File: src/nbsdof_pkg.sv
`timescale 1ns / 1ps
// Shared types, constants and saturating helpers for the Newmark-beta oscillator block.
package nbsdof_pkg;

	localparam int STATE_WIDTH  = 48;
	localparam int FRAC_BITS    = 24;
	localparam int SAMPLE_WIDTH = 32;

	typedef logic signed [STATE_WIDTH-1:0] word_t;

	localparam word_t WMAX = {1'b0, {(STATE_WIDTH-1){1'b1}}};
	localparam word_t WMIN = {1'b1, {(STATE_WIDTH-1){1'b0}}};
	localparam word_t ONE_Q = word_t'(48'd1 << FRAC_BITS);
	localparam word_t HALF_Q = word_t'(48'd1 << (FRAC_BITS - 1));

	// 4*pi^2 in Q32 times 1e6 (ms^2 to s^2), and 4*pi in Q32 times 1000.
	localparam logic [63:0] OMEGA_NUM = 64'd169558512509000000;
	localparam logic [47:0] DAMP_NUM  = 48'd53972150818000;

	// dt = step*2^24/1000 split into an integer part and a remainder fixed by reciprocal.
	localparam int DT_INT   = 16777;
	localparam int DT_REM   = 216;
	localparam int DT_RND   = 500;
	localparam int DT_RECIP = 268436;
	localparam int HF_INT   = 8388;
	localparam int HF_REM   = 1216;
	localparam int HF_RND   = 1000;
	localparam int HF_RECIP = 1073742;

	localparam int MUL_PARTS = 4;
	localparam int DIV_STEPS = 65;

	typedef enum logic [2:0] {
		CFG_PERIOD, CFG_STEP, CFG_DAMP, CFG_BETA,
		CFG_DISP, CFG_VEL, CFG_ACC, CFG_GROUND
	} cfg_idx_t;

	typedef enum logic [4:0] {
		S_IDLE, S_PREP, S_DT2, S_KHB, S_KB,
		S_PSQ, S_WDIV, S_HC, S_DDIV, S_DEN1, S_DEN2, S_RDIV, S_LOAD,
		S_M1, S_M2, S_M3, S_M4, S_M5, S_M6, S_M7, S_M8, S_FIN
	} state_t;

	function automatic word_t sat_add(word_t a, word_t b);
		logic signed [STATE_WIDTH:0] s;
		s = {a[STATE_WIDTH-1], a} + {b[STATE_WIDTH-1], b};
		if (s[STATE_WIDTH] != s[STATE_WIDTH-1]) begin
			return s[STATE_WIDTH] ? WMIN : WMAX;
		end
		return s[STATE_WIDTH-1:0];
	endfunction

	function automatic word_t sat_sub(word_t a, word_t b);
		logic signed [STATE_WIDTH:0] s;
		s = {a[STATE_WIDTH-1], a} - {b[STATE_WIDTH-1], b};
		if (s[STATE_WIDTH] != s[STATE_WIDTH-1]) begin
			return s[STATE_WIDTH] ? WMIN : WMAX;
		end
		return s[STATE_WIDTH-1:0];
	endfunction

endpackage

File: src/nbsdof_mul.sv
`timescale 1ns / 1ps
// Shared multiplier: four 24x24 partial products, then rounding and saturation.
module nbsdof_mul import nbsdof_pkg::*; (
	input  logic         clk,
	input  logic         arst_n,
	input  logic         start,
	input  word_t        a,
	input  word_t        b,
	output logic         done,
	output word_t        q,
	output logic [95:0]  prod
);

	logic [47:0] am_q, bm_q;
	logic        neg_q;
	logic [2:0]  cnt_q;
	logic        busy_q;
	logic        done_q;
	logic [95:0] acc_q;
	word_t       q_q;

	logic [23:0] pa, pb;
	logic [47:0] pp;
	logic [95:0] pp_sh;
	logic [95:0] rsum;
	logic [71:0] qv;
	logic [71:0] lim;

	always_comb begin
		pa = cnt_q[1] ? am_q[47:24] : am_q[23:0];
		pb = cnt_q[0] ? bm_q[47:24] : bm_q[23:0];
		pp = 48'(pa) * 48'(pb);
		case (cnt_q)
			3'd0: pp_sh = {48'd0, pp};
			3'd3: pp_sh = {pp, 48'd0};
			default: pp_sh = {24'd0, pp, 24'd0};
		endcase
		rsum = acc_q + 96'(HALF_Q);
		qv = rsum[95:FRAC_BITS];
		lim = 72'(WMAX) + 72'(neg_q);
	end

	always_ff @(posedge clk or negedge arst_n) begin
		if (!arst_n) begin
			busy_q <= 1'b0;
			cnt_q <= '0;
			done_q <= 1'b0;
		end else begin
			done_q <= 1'b0;
			if (start) begin
				busy_q <= 1'b1;
				cnt_q <= '0;
			end else if (busy_q) begin
				if (cnt_q == 3'(MUL_PARTS)) begin
					busy_q <= 1'b0;
					done_q <= 1'b1;
				end else begin
					cnt_q <= cnt_q + 3'd1;
				end
			end
		end
	end

	always_ff @(posedge clk) begin
		if (start) begin
			am_q <= a[47] ? 48'(-a) : 48'(a);
			bm_q <= b[47] ? 48'(-b) : 48'(b);
			neg_q <= a[47] ^ b[47];
			acc_q <= '0;
		end else if (busy_q) begin
			if (cnt_q == 3'(MUL_PARTS)) begin
				if (qv > lim) begin
					q_q <= neg_q ? WMIN : WMAX;
				end else begin
					q_q <= neg_q ? word_t'(-qv[47:0]) : word_t'(qv[47:0]);
				end
			end else begin
				acc_q <= acc_q + pp_sh;
			end
		end
	end

	assign done = done_q;
	assign q = q_q;
	assign prod = acc_q;

endmodule

File: config.mk
export PLATFORM = sky130hd
export DESIGN_NAME = nbsdof_mul
export DESIGN_NICKNAME = d
export VERILOG_FILES = /design/src/nbsdof_pkg.sv /design/src/nbsdof_mul.sv
export SDC_FILE = /design/constraint.sdc
export NUM_CORES = 2
export LEC_CHECK = 0
export BUFFER_PORTS_ARGS = -buffer_cell sky130_fd_sc_hd__buf_2
export CAP_MARGIN = 20
export CELL_PAD_IN_SITES_DETAIL_PLACEMENT = 0
export CELL_PAD_IN_SITES_GLOBAL_PLACEMENT = 1
export CORE_ASPECT_RATIO = 1.2
export CORE_MARGIN = 10
export CORE_UTILIZATION = 25
export CTS_CLUSTER_DIAMETER = 40
export DETAILED_ROUTE_END_ITERATION = 10
export PLACE_DENSITY_LB_ADDON = 0.1
export SLEW_MARGIN = 20
export SYNTH_ARGS = -nofsm -noshare
export SYNTH_HDL_FRONTEND = slang
export SYNTH_SLANG_ARGS = --single-unit
File: constraint.sdc
create_clock -name clk -period 15.58 [get_ports clk]
set_clock_uncertainty 0.05 [all_clocks]
set_input_delay 0 -clock clk [delete_from_list [all_inputs] [get_ports clk]]
set_output_delay 0 -clock clk [all_outputs]
set_load 0.05 [all_outputs]
==> impl_metrics.tcl <==
set metrics [dict create \
    slew_violations 0 \
    cts_tree "done" \
    synth-main-ff-cell "edfxtp_1" \
    period_minus_slack_ns 13.84 \
    final_cell_area_sq_um 46500 \
    antenna_found_initial 2 \
    ys_top_cells_by_area "fa_1 (24%), edfxtp_1 (11%), ha_1 (10%)" \
    die_w_um 383 \
    instances_no_fill 7117 \
    start_util_pct 25.2 \
    syn-instance-count 4671 \
    num_rows 159 \
    ys_types 86 \
    slew_headroom_pct 13.4 \
    cts_setup_buffers 0 \
    synth_top_area_share_pct 24.5 \
    end_kind "flop" \
    grt-ovfl-total 0 \
    min-delay-start "a[47]" \
    grt_usage_pct 18.2 \
    status "finished, final reports clean" \
    fmax_mhz 72.2 \
    crit_fanout 26 \
    finalWeightedCongestion 0.850 \
    core_sq_um 157000 \
    drv_cap 0 \
    wl_um 162000 \
    ys_seq_area_share_pct 16.2 \
    antenna_left 0 \
    finalHoldViolations 0 \
    htreeDepth 2 \
    dp_hpwl_um 133000 \
    syn_nets 5578 \
    worstSetupStartpointType "flop" \
    numCtsBuffers 54 \
    synth_edf_count 145 \
    fin_tns_setup_ns 0 \
    cts-root-buf "clkbuf_16" \
    grt_pass1_vias 35968 \
    die_height_um 455 \
    required_ns 16.12 \
    r2r_slack_ns 1.74 \
    fin_util_pct 29.7 \
    final_nets 5887 \
    finalCritPeriodShare_pct 88.8 \
    synth.cell_area_sq_um 39500 \
    syn-mean-instance-area_sq_um 8.45 \
    yosys.area.top_type "fa_1" \
    cts_sinks 246 \
    hold_path_class "primary input to flop" \
    wire_per_inst_um 22.8 \
    drive_gt1_share_pct 10.3 \
    drt_pass1_iterations 7 \
    hold_depth 2 \
    drt_drc_violations_left 0 \
    place_inst 6850 \
    area_delta_synth_final_pct 17.8 \
    diodes 0 \
    ys_ff_latch 246 \
    grt_max_degree 88 \
    cts.clk_slew.worst_paths_ns 0.05 \
    slowest_stage "a2111oi_0" \
    num_vias 33978 \
    cts-resized-gates 0 \
    grt_pass1_wl_um 240000 \
    critPathKind "flop to flop" \
    ys.warnings.count 0 \
    die-area_sq_um 174000 \
    crit_path_max_incr_delay_ns 1.06 \
    drt_iter0_markers 1901 \
    ctsHoldBuffers 167 \
    clock_latency_ns 0.66 \
    numPortBuffers 243 \
    clk_path_buf_depth 3 \
    async_flop_share_pct 2.03 \
    worst_pin_slew_ns 1.29 \
    cp_common_cell "fa_1" \
    reg2reg_depth 40 \
    io_pins 244 \
    r2r_start "cnt_q[1]" \
    r2r_end "prod[93]" \
    setup_viol 0 \
    cp.arrival_ns 14.38 \
    rsz0062_at_grt "no" \
    vias_per_cell 4.77 \
    hold_end "am_q[1]" \
    placed_area_sq_um 43000 \
]
per-layer routing:
layer	track usage, %	wire length (um)
met5	0	0
met2	32.5	80200
met1	22.5	70600
met4	6.17	5990
met3	2.20	5550
sequential cells by signal, indices dropped and copies added (netlist names):
signal  cells
q          48
am_q       48
neg_q       1
busy_q      1
done        1
prod       96
cnt_q       3
bm_q       48
cell families after synthesis:
logic type / Yosys count / synth area share [%]
xor+xnor: 282 / 6.25
compound gates: 960 / 15.2
fa+ha+maj: 808 / 34.8
buf+inv: 864 / 8.26
flops: 246 / 16.2
simple gates: 1409 / 16.5
mux: 102 / 2.74
cells in the mapped netlist (25+ instances only):
library cell,count
o21ai_1,70
nand2_1,487
o21bai_1,26
edfxtp_1,145
nand4_1,66
inv_1,644
and2_1,43
nor3_1,64
xor2_1,75
mux2_2,50
nand3_1,73
clkbuf_1,204
o31ai_1,46
a21oi_1,243
nand2b_1,29
and3_1,35
a21o_1,112
nor2b_1,30
a211oi_1,25
a31oi_1,27
mux2i_1,52
o21ai_0,225
dfxtp_1,96
nor2_1,440
or4_1,28
fa_1,483
ha_1,325
xnor2_1,207
per-stage QoR:
| stage | setup slack, ns | hold WS (ns) |
|---|---|---|
| finish | 1.74 | 0.0495 |
| global route | 1.20 | 0.0796 |
| CTS | 1.78 | 0.0132 |
| detailed placement | 1.78 | -0.164 |
| global placement | 1.87 | -0.159 |
| floorplan | 4.01 | -0.346 |
worst max-delay path, delay by kind of cell, from the launching register on:
| kind | cells | cell delay (ns) |
|---|---|---|
| flops | 1 | 0.81 |
| mux | 1 | 0.25 |
| simple gates | 7 | 1.49 |
| compound gates | 13 | 4.72 |
| fa+ha+maj | 9 | 4.56 |
| xor+xnor | 2 | 0.75 |
| buf+inv | 8 | 1.08 |
final cells by class:
| cell class | instances | area [sq um] |
|---|---|---|
| clock buffer | 56 | 1360 |
| clock inverter | 44 | 443 |
| tap | 2093 | 2620 |
| fill | 16927 | 110000 |
| inverter | 644 | 2420 |
| sequential | 246 | 6400 |
| timing repair buffer | 473 | 3360 |
| multi-input combinational | 3561 | 29900 |
how the worst max path moves through the flow:
stage / startpoint / to / slack [ns] / cells past startpoint
3_5_place_dp: cnt_q[1] / prod[93] / 1.78 / 40
4_1_cts: cnt_q[1] / prod[93] / 1.78 / 40
6_report: cnt_q[1] / prod[93] / 1.74 / 40
3_3_place_gp: cnt_q[0] / prod[93] / 1.87 / 36
2_1_floorplan: cnt_q[1] / prod[95] / 4.01 / 44
5_1_grt: cnt_q[0] / prod[93] / 1.20 / 40
placed cells by master (no fill, tap or decap), drive strengths merged, types with 22 or more instances in the layout:
master	n
dfxtp	96
clkbuf	56
and3	35
o31ai	46
nor2	441
o21bai	26
buf	306
fa	483
a31oi	27
mux2i	52
nor3	70
and2	46
o21ai	295
mux2	50
nor4	23
nand2	487
nor2b	30
ha	325
nand3	74
edfxtp	145
o41ai	22
dlygate4sd3	167
inv	656
a21oi	243
a21o	112
xor2	75
or2	25
xnor2	207
or4	29
nand2b	29
nand4	67
a211oi	25
Power is not shown: default switching activity piles up to over one toggle a cycle in this logic, so the estimate is an artifact.
