`src/nbsdof_pkg.sv`:
```
`timescale 1ns / 1ps
// Shared types, constants and saturating helpers for the Newmark-beta oscillator block.
package nbsdof_pkg;

	localparam int STATE_WIDTH  = 48;
	localparam int FRAC_BITS    = 24;
	localparam int SAMPLE_WIDTH = 32;

	typedef logic signed [STATE_WIDTH-1:0] word_t;

	localparam word_t WMAX = {1'b0, {(STATE_WIDTH-1){1'b1}}};
	localparam word_t WMIN = {1'b1, {(STATE_WIDTH-1){1'b0}}};
	localparam word_t ONE_Q = word_t'(48'd1 << FRAC_BITS);
	localparam word_t HALF_Q = word_t'(48'd1 << (FRAC_BITS - 1));

	// 4*pi^2 in Q32 times 1e6 (ms^2 to s^2), and 4*pi in Q32 times 1000.
	localparam logic [63:0] OMEGA_NUM = 64'd169558512509000000;
	localparam logic [47:0] DAMP_NUM  = 48'd53972150818000;

	// dt = step*2^24/1000 split into an integer part and a remainder fixed by reciprocal.
	localparam int DT_INT   = 16777;
	localparam int DT_REM   = 216;
	localparam int DT_RND   = 500;
	localparam int DT_RECIP = 268436;
	localparam int HF_INT   = 8388;
	localparam int HF_REM   = 1216;
	localparam int HF_RND   = 1000;
	localparam int HF_RECIP = 1073742;

	localparam int MUL_PARTS = 4;
	localparam int DIV_STEPS = 65;

	typedef enum logic [2:0] {
		CFG_PERIOD, CFG_STEP, CFG_DAMP, CFG_BETA,
		CFG_DISP, CFG_VEL, CFG_ACC, CFG_GROUND
	} cfg_idx_t;

	typedef enum logic [4:0] {
		S_IDLE, S_PREP, S_DT2, S_KHB, S_KB,
		S_PSQ, S_WDIV, S_HC, S_DDIV, S_DEN1, S_DEN2, S_RDIV, S_LOAD,
		S_M1, S_M2, S_M3, S_M4, S_M5, S_M6, S_M7, S_M8, S_FIN
	} state_t;

	function automatic word_t sat_add(word_t a, word_t b);
		logic signed [STATE_WIDTH:0] s;
		s = {a[STATE_WIDTH-1], a} + {b[STATE_WIDTH-1], b};
		if (s[STATE_WIDTH] != s[STATE_WIDTH-1]) begin
			return s[STATE_WIDTH] ? WMIN : WMAX;
		end
		return s[STATE_WIDTH-1:0];
	endfunction

	function automatic word_t sat_sub(word_t a, word_t b);
		logic signed [STATE_WIDTH:0] s;
		s = {a[STATE_WIDTH-1], a} - {b[STATE_WIDTH-1], b};
		if (s[STATE_WIDTH] != s[STATE_WIDTH-1]) begin
			return s[STATE_WIDTH] ? WMIN : WMAX;
		end
		return s[STATE_WIDTH-1:0];
	endfunction

endpackage

```
`src/nbsdof_div.sv`:
```
`timescale 1ns / 1ps
// Restoring divider, one quotient bit per cycle, quotient capped at the word maximum.
module nbsdof_div import nbsdof_pkg::*; (
	input  logic        clk,
	input  logic        arst_n,
	input  logic        start,
	input  logic [64:0] num,
	input  logic [47:0] den,
	output logic        done,
	output word_t       q
);

	logic [64:0] n_q;
	logic [47:0] d_q;
	logic [47:0] r_q;
	logic [64:0] quo_q;
	logic [6:0]  cnt_q;
	logic        busy_q;
	logic        done_q;

	logic [48:0] rs;
	logic        ge;
	logic [48:0] rn;

	always_comb begin
		rs = {r_q, n_q[64]};
		ge = rs >= {1'b0, d_q};
		rn = ge ? rs - {1'b0, d_q} : rs;
	end

	always_ff @(posedge clk or negedge arst_n) begin
		if (!arst_n) begin
			busy_q <= 1'b0;
			cnt_q <= '0;
			done_q <= 1'b0;
		end else begin
			done_q <= 1'b0;
			if (start) begin
				busy_q <= 1'b1;
				cnt_q <= '0;
			end else if (busy_q) begin
				cnt_q <= cnt_q + 7'd1;
				if (cnt_q == 7'(DIV_STEPS - 1)) begin
					busy_q <= 1'b0;
					done_q <= 1'b1;
				end
			end
		end
	end

	always_ff @(posedge clk) begin
		if (start) begin
			n_q <= num;
			d_q <= den;
			r_q <= '0;
			quo_q <= '0;
		end else if (busy_q) begin
			n_q <= {n_q[63:0], 1'b0};
			r_q <= rn[47:0];
			quo_q <= {quo_q[63:0], ge};
		end
	end

	assign done = done_q;
	assign q = (quo_q > 65'(WMAX)) ? WMAX : word_t'(quo_q[47:0]);

endmodule

```
`config.mk`:
```
export PLATFORM = sky130hd
export DESIGN_NAME = nbsdof_div
export DESIGN_NICKNAME = d
export VERILOG_FILES = /design/src/nbsdof_pkg.sv /design/src/nbsdof_div.sv
export SDC_FILE = /design/constraint.sdc
export NUM_CORES = 1
export LEC_CHECK = 0
export BUFFER_PORTS_ARGS = -buffer_cell sky130_fd_sc_hd__buf_2
export CAP_MARGIN = 20
export CELL_PAD_IN_SITES_DETAIL_PLACEMENT = 1
export CELL_PAD_IN_SITES_GLOBAL_PLACEMENT = 2
export CORE_UTILIZATION = 40
export DETAILED_ROUTE_END_ITERATION = 12
export HOLD_SLACK_MARGIN = 0.02
export PLACE_DENSITY_LB_ADDON = 0.08
export SETUP_SLACK_MARGIN = 0.1
export SYNTH_ARGS = -nofsm -noshare
export SYNTH_HDL_FRONTEND = slang
export SYNTH_SLANG_ARGS = --single-unit
```
`constraint.sdc`:
```
create_clock -name clk -period 6.05 [get_ports clk]
set_input_delay 0.9075 -clock clk [delete_from_list [all_inputs] [get_ports clk]]
set_output_delay 0.9075 -clock clk [all_outputs]
set_load 0.05 [all_outputs]
```
==> results.json, run 1 <==
{
  "slowest_stage": "o21a_1",
  "routabilityCongestion": 0.791,
  "cp_num_buf_inv": 2,
  "grt_start_max_net_pins": 88,
  "place_ws_ns": 1.81,
  "postCtsSetupRepairBufs": 0,
  "port_buffers": 163,
  "status": "finished, final reports clean",
  "vdd_drop_max_mv": 0.263,
  "holdBufCountCts": 0,
  "avgRoutedWirePerCell_um": 17.2,
  "gr-total-overflow": 0,
  "synthArstFlopShare_pct": 3.83,
  "areaGrowthSynthToFinish_pct": 16.3,
  "crit_type": "flip-flop to flip-flop",
  "vias_per_cell": 5.24,
  "powerDensity_mw_per_mm2": 390,
  "fp.dieW_um": 178,
  "syn-instance-count": 1245,
  "drive_gt1_share_pct": 21.2,
  "ys.flop_type": "edfxtp_1",
  "layout.nets": 1543,
  "critPathLaunchType": "flip-flop",
  "synth_nets": 1412,
  "critical_path_arrival_ns": 4.63,
  "ctsRootBufferMaster": "clkbuf_16",
  "cpPeakStageDelay_ns": 0.88,
  "fin_skew_ns": 0.0169,
  "htreeDepth": 1,
  "fin_crit_sh_pct": 68.9,
  "critPathRequiredTime_ns": 6.51,
  "yosysWarnings": 0,
  "ys_seq_area_share_pct": 47.4,
  "layout_commonest_cell": "buf_2",
  "rows": 64,
  "final_cell_mix": "buf_2 (162), nor2_1 (146), edfxtp_1 (113), dfxtp_1 (113), nand2_1 (104)",
  "syn_avg_cell_area_um2": 9.97,
  "hold_path_class": "primary input to asynchronous set/reset pin",
  "num_vias": 9408,
  "grt_pass1_wl_um": 50100,
  "grt_setup_unrepaired": "false",
  "setup_tns_ns": 0,
  "path_clk_slew_ns": 0.06,
  "synth_seq_cells": 235,
  "cts_sinks": 235,
  "synth_edf_count": 113,
  "cap_violations": 0,
  "drt-total-wl_um": 30800,
  "tightest_slew_ns": 1.05,
  "worst_slack_ns": 1.88,
  "cts_tree": "built",
  "dp_hpwl_um": 21800,
  "dieHeight_um": 178,
  "insertion_delay_ns": 0.55,
  "design.core.area_mm2": 0.0306,
  "critPathTopFamily": "compound AO/OA/AOI/OAI gates",
  "slew-limit-headroom_pct": 30.3,
  "grt_pass1_vias": 9754,
  "dieArea_mm2": 0.0317,
  "ys_types": 70,
  "post-route-min-period_ns": 4.17,
  "setup_viol": 0,
  "ios": 165,
  "drc": 0,
  "rrSetupSlack_ns": 1.88,
  "cts_buffer_depth": 3,
  "antenna_found_initial": 1,
  "start_util_pct": 40.6,
  "synth_area_mm2": 0.0124,
  "dr.pass1.iters": 6,
  "ant_nets": 0,
  "cts_resized": 0,
  "track_usage_pct": 19.5,
  "timing.fmax_mhz": 240,
  "slew_violations": 0,
  "drtIter0Drc": 385,
  "cts_made_buffers": 28,
  "path_cells": "inv_1 -> ha_1 -> a21oi_1 -> o21ai_0 -> a221oi_1 -> a21oi_2 -> nor2_1 -> o21a_1 -> buf_4 -> mux2_2 -> a211oi_1",
  "crit_path_end_kind": "flip-flop",
  "n_antenna_cell": 0,
  "finalHoldViolations": 0,
  "cp_max_fo": 23,
  "p_leak_nw": 6.73
}
## metrics by stage
step	util [%]	cells	hold WS (ns)	cell area [µm²]	power (mW)
2_1_floorplan	-	1245	0.451	12400	3.47
3_5_place_dp	44.1	1742	0.488	13500	3.99
4_1_cts	47.2	1794	0.173	14400	5.71
6_report	47.2	1794	0.195	14400	5.63
3_3_place_gp	44.1	1742	0.473	13500	3.97
5_1_grt	47.2	1794	0.184	14400	6.02
## path summary, 6_finish.rpt
check / cells past startpoint / to / from
worst min register to register: 2 / r_q[44] / r_q[44]
max in group asynchronous: 1 / busy_q / arst_n
worst min-delay path: 1 / cnt_q[3] / arst_n
min in group clk: 2 / r_q[44] / r_q[44]
worst max-delay path: 11 / r_q[0] / d_q[10]
worst max register to register: 11 / r_q[0] / d_q[10]
## metal layers
metal | vias to the layer above | track usage, % | routed length, µm
met3 | 41 | 3.37 | 1120
li1 | 4712 | - | -
met2 | 148 | 32.6 | 14500
met1 | 4505 | 26.0 | 14600
met4 | 2 | 4.63 | 634
met5 | - | 0 | 10
## synth_stat cells (7+ instances only)
cell | number | area share (%)
mux2_2 | 65 | 5.9
ha_1 | 50 | 5.0
nor3_1 | 10 | 0.40
o21ai_0 | 45 | 1.8
mux2i_1 | 72 | 5.8
a211oi_1 | 7 | 0.42
dfrtp_1 | 9 | 1.8
nand4_1 | 20 | 1.0
buf_1 | 11 | 0.33
buf_2 | 8 | 0.32
nand2_1 | 104 | 3.1
o21bai_1 | 15 | 0.91
nand2b_1 | 54 | 2.7
edfxtp_1 | 113 | 27
a311oi_1 | 29 | 2.0
o21a_1 | 8 | 0.48
xnor2_1 | 21 | 1.5
nor2_1 | 146 | 4.4
inv_1 | 70 | 2.1
buf_4 | 8 | 0.48
nand3_1 | 15 | 0.61
clkbuf_1 | 43 | 1.3
a21o_1 | 24 | 1.5
a21oi_1 | 55 | 2.2
dfxtp_1 | 113 | 18
nor3b_1 | 7 | 0.42
xor2_1 | 21 | 1.5
a31oi_1 | 8 | 0.40
## cells by family after synthesis
group / count (synthesis) / share of synthesized area (%)
simple gates: 399 / 15.0
compound gates: 238 / 13.0
flops: 235 / 47.4
buf+inv: 142 / 4.63
mux: 137 / 11.7
fa+ha+maj: 51 / 5.20
xor+xnor: 42 / 2.96
other cells: 1 / 0.0302
## worst register-to-register path, stage by stage (launching register included)
cell	delay, ns
edfxtp_1	0.32
inv_1	0.04
ha_1	0.35
a21oi_1	0.31
o21ai_0	0.19
a221oi_1	0.54
a21oi_2	0.16
nor2_1	0.29
o21a_1	0.88
buf_4	0.44
mux2_2	0.37
a211oi_1	0.21
## cell type report
| type | count | area, µm² |
|---|---|---|
| flip-flops and latches | 235 | 5880 |
| fillers | 3453 | 16200 |
| repair buffers | 172 | 892 |
| inverters | 71 | 267 |
| clock inverters | 12 | 93.8 |
| multi-input cells | 868 | 5960 |
| well taps | 396 | 495 |
| clock buffers | 40 | 840 |
## where the power goes
group | total [mW] | internal, mW | switching [mW]
Sequential | 2.02 | 1.89 | 0.134
Clock | 1.67 | 1.01 | 0.667
Combinational | 1.93 | 0.746 | 1.19
## flip-flops by register name (all words and copies together), names as in the netlist
register and count:
d_q 48, n_q 65, done 1, cnt_q 7, quo_q 65, r_q 48, busy_q 1
Power figures use the tool's default switching activity.
==> run 2, diff against run 1 <==
ABC_AREA = 1   (was unset)
CORE_UTILIZATION = 30   (was 40)
clock period = 3.4 ns   (was 6.05 ns; I/O delays follow)
==> run 2 against run 1 <==
Compared with the run above:
- count of clock-buffer cells in the layout is 7 higher
- sequential power is 81% higher
- critical path depth is 4 higher
- area after synthesis is 11% higher
- setup slack worse by 1.3 ns
- global-route usage is 0.18 points lower
- worst hold slack worse by 0.10 ns
- non-clock buffer count is 6 higher
==> results.json, run 2 <==
{
  "pwr-share-clk_pct": 26.0,
  "ctsRootBufferMaster": "clkbuf_16",
  "synth_nets": 2154,
  "dieHeight_um": 216,
  "ys_seq_area_share_pct": 42.7,
  "p_leak_nw": 8.72,
  "ios": 165,
  "fin_skew_ns": 0.0131,
  "ys_types": 37,
  "design.core.area_mm2": 0.0454,
  "synth_area_mm2": 0.0138,
  "setup_tns_ns": 0,
  "seq_power_share_pct": 31.7,
  "vdd_drop_max_mv": 0.408,
  "critPathLaunch": "d_q[42]",
  "drive_gt1_share_pct": 11.3,
  "synth_compound_area_share_pct": 5.04,
  "utilization_pct": 35.5,
  "tightest_slew_ns": 0.685,
  "yosys.area_share.adder_pct": 4.69,
  "synth.area.mux_share_pct": 0,
  "final_cell_mix": "nand2_1 (750), inv_1 (386), buf_2 (162), nor2_1 (139)",
  "cts_made_buffers": 28,
  "synth_seq_cells": 235,
  "fp.dieW_um": 216,
  "post-route-min-period_ns": 2.83,
  "path_clk_slew_ns": 0.06,
  "status": "finished, final reports clean",
  "gr-total-overflow": 0,
  "multi_input_comb_area_mm2": 0.00611,
  "postCtsSetupRepairBufs": 0,
  "synth_top_family_by_area": "simple AND/OR/NAND/NOR gates",
  "rows": 78,
  "drtIter0Drc": 485,
  "syn-instance-count": 1987,
  "dieArea_mm2": 0.0468,
  "grt_setup_unrepaired": "false",
  "cts_buffer_depth": 3,
  "placed_area_mm2": 0.0152,
  "critical_path_arrival_ns": 3.36,
  "p_switching_mw": 4.87,
  "grt_pass1_wl_um": 71600,
  "avgRoutedWirePerCell_um": 16.3,
  "cap_violations": 0,
  "fin_crit_sh_pct": 83.3,
  "yosys-top-cells-area": "edfxtp_1 (25%), nand2_1 (20%), dfxtp_1 (16%), inv_1 (11%), ha_1 (4.5%)",
  "routabilityCongestion": 0.852,
  "antenna_found_initial": 5,
  "met2_usage_pct": 32.2,
  "setup_viol": 0,
  "grt_pass1_vias": 13200,
  "holdBufCountCts": 1,
  "busiest_layer": "met2",
  "crit_path_end_kind": "flip-flop",
  "port_buffers": 163,
  "reg2reg_from": "d_q[42]",
  "fin_area_mm2": 0.0161,
  "critPathLaunchType": "flip-flop",
  "syn_avg_cell_area_um2": 6.93,
  "yosysTopAreaCell": "edfxtp_1",
  "cts_resized": 0,
  "timing.fmax_mhz": 353,
  "yosysWarnings": 0,
  "drc": 0,
  "synth_xor_area_share_pct": 1.46,
  "sw_frac_of_total_pct": 42.2,
  "cp_max_fo": 18,
  "crit_type": "flip-flop to flip-flop",
  "powerDensity_mw_per_mm2": 716,
  "areaGrowthSynthToFinish_pct": 16.9,
  "worst_slack_ns": 0.567,
  "gr-usage-met3_pct": 3.00,
  "slew_violations": 0,
  "regArea_mm2": 0.00588,
  "n_fill_cell": 5804,
  "hold_path_class": "primary input to flip-flop",
  "grt_start_max_net_pins": 103,
  "dp_hpwl_um": 33600,
  "reg_top3": "n_q: 65 flops, quo_q: 65 flops",
  "slew-limit-headroom_pct": 54.3,
  "critPathRequiredTime_ns": 3.93,
  "synth.most_common_cell": "nand2_1",
  "met1_usage_pct": 26.2,
  "dr.pass1.iters": 6,
  "cts_tree": "built",
  "ant_nets": 0,
  "htreeDepth": 1,
  "start_util_pct": 30.4,
  "synthArstFlopShare_pct": 3.83,
  "hp-start": "den[10]",
  "yosys.area_share.simple_pct": 33.1,
  "synthTopCellsByCount": "nand2_1 (750), inv_1 (389), nor2_1 (139)",
  "cts_sinks": 235,
  "synth_edf_count": 113,
  "layout.nets": 2293,
  "drt-total-wl_um": 44800,
  "rrSetupSlack_ns": 0.57,
  "combinationalPowerShare_pct": 42.3,
  "ys.flop_type": "edfxtp_1",
  "track_usage_pct": 19.3,
  "num_vias": 12500,
  "finalHoldViolations": 0,
  "place_ws_ns": 0.547,
  "insertion_delay_ns": 0.59,
  "vias_per_cell": 4.55,
  "synth_top_area_share_pct": 24.6,
  "layout_commonest_cell": "nand2_1",
  "p_int_mw": 6.67
}
## run 2: cell count changes after synthesis, moves of 54 or more
cell / delta
mux2_2: -65
mux2i_1: -72
o22ai_1: +63
nand2b_1: -54
nand3_1: +93
nand2_1: +646
inv_1: +319
## run 2: final timing paths
kind                       cells past startpoint         to
min reg2reg                                    2  quo_q[64]
max reg2reg                                   15    r_q[13]
min in group asynchronous                      2       done
max in group asynchronous                      2     busy_q
max                                           15    r_q[13]
min                                            1    d_q[10]
## run 2: kinds of logic after synthesis
group	count (synthesis)
flops	235
buf+inv	460
other cells	1
compound gates	119
xor+xnor	23
fa+ha+maj	51
simple gates	1098
## run 2: cell type report
cell class	instances	area share (%)
flip-flops and latches	235	36.5
repair buffers	178	6.11
multi-input cells	1292	37.9
well taps	600	4.66
clock inverters	4	0.427
inverters	391	9.14
clock buffers	47	5.21
diodes	1	0.0155
## run 2: worst max-delay path, stage by stage, from the launching register on
cell	delay, ns
edfxtp_1	0.32
inv_1	0.04
ha_1	0.41
nand2_1	0.14
nor2_1	0.14
inv_1	0.09
nor2_1	0.21
nand2_1	0.13
a21oi_1	0.25
nor2_4	0.07
nand2_4	0.26
buf_4	0.32
nand3_1	0.12
nand3_1	0.13
nand2_1	0.05
inv_1	0.07
## run 2: per-stage QoR
| stage | hold WS (ns) | power, mW | std cells |
|---|---|---|---|
| detailed placement | 0.383 | 8.65 | 2695 |
| CTS | 0.0558 | 11.7 | 2747 |
| finish | 0.0911 | 11.5 | 2748 |
| global route | 0.0644 | 12.5 | 2747 |
| floorplan | 0.214 | 7.16 | 1987 |
| global placement | 0.379 | 8.61 | 2695 |
## run 2: power by group through the flow
stage | Clock (mW) | Sequential (mW) | Combinational [mW]
finish | 3.00 | 3.65 | 4.88
global route | 3.21 | 3.70 | 5.61
detailed placement | 0 | 3.70 | 4.94
global placement | 0 | 3.71 | 4.90
CTS | 3.12 | 3.65 | 4.97
floorplan | 0 | 3.61 | 3.55
## run 2: metal layers
| layer | share of wire [%] | routed length (µm) |
|---|---|---|
| met5 | 0.13 | 58 |
| met4 | 2.2 | 971 |
| met3 | 4.2 | 1870 |
| met2 | 46 | 20500 |
| met1 | 48 | 21400 |
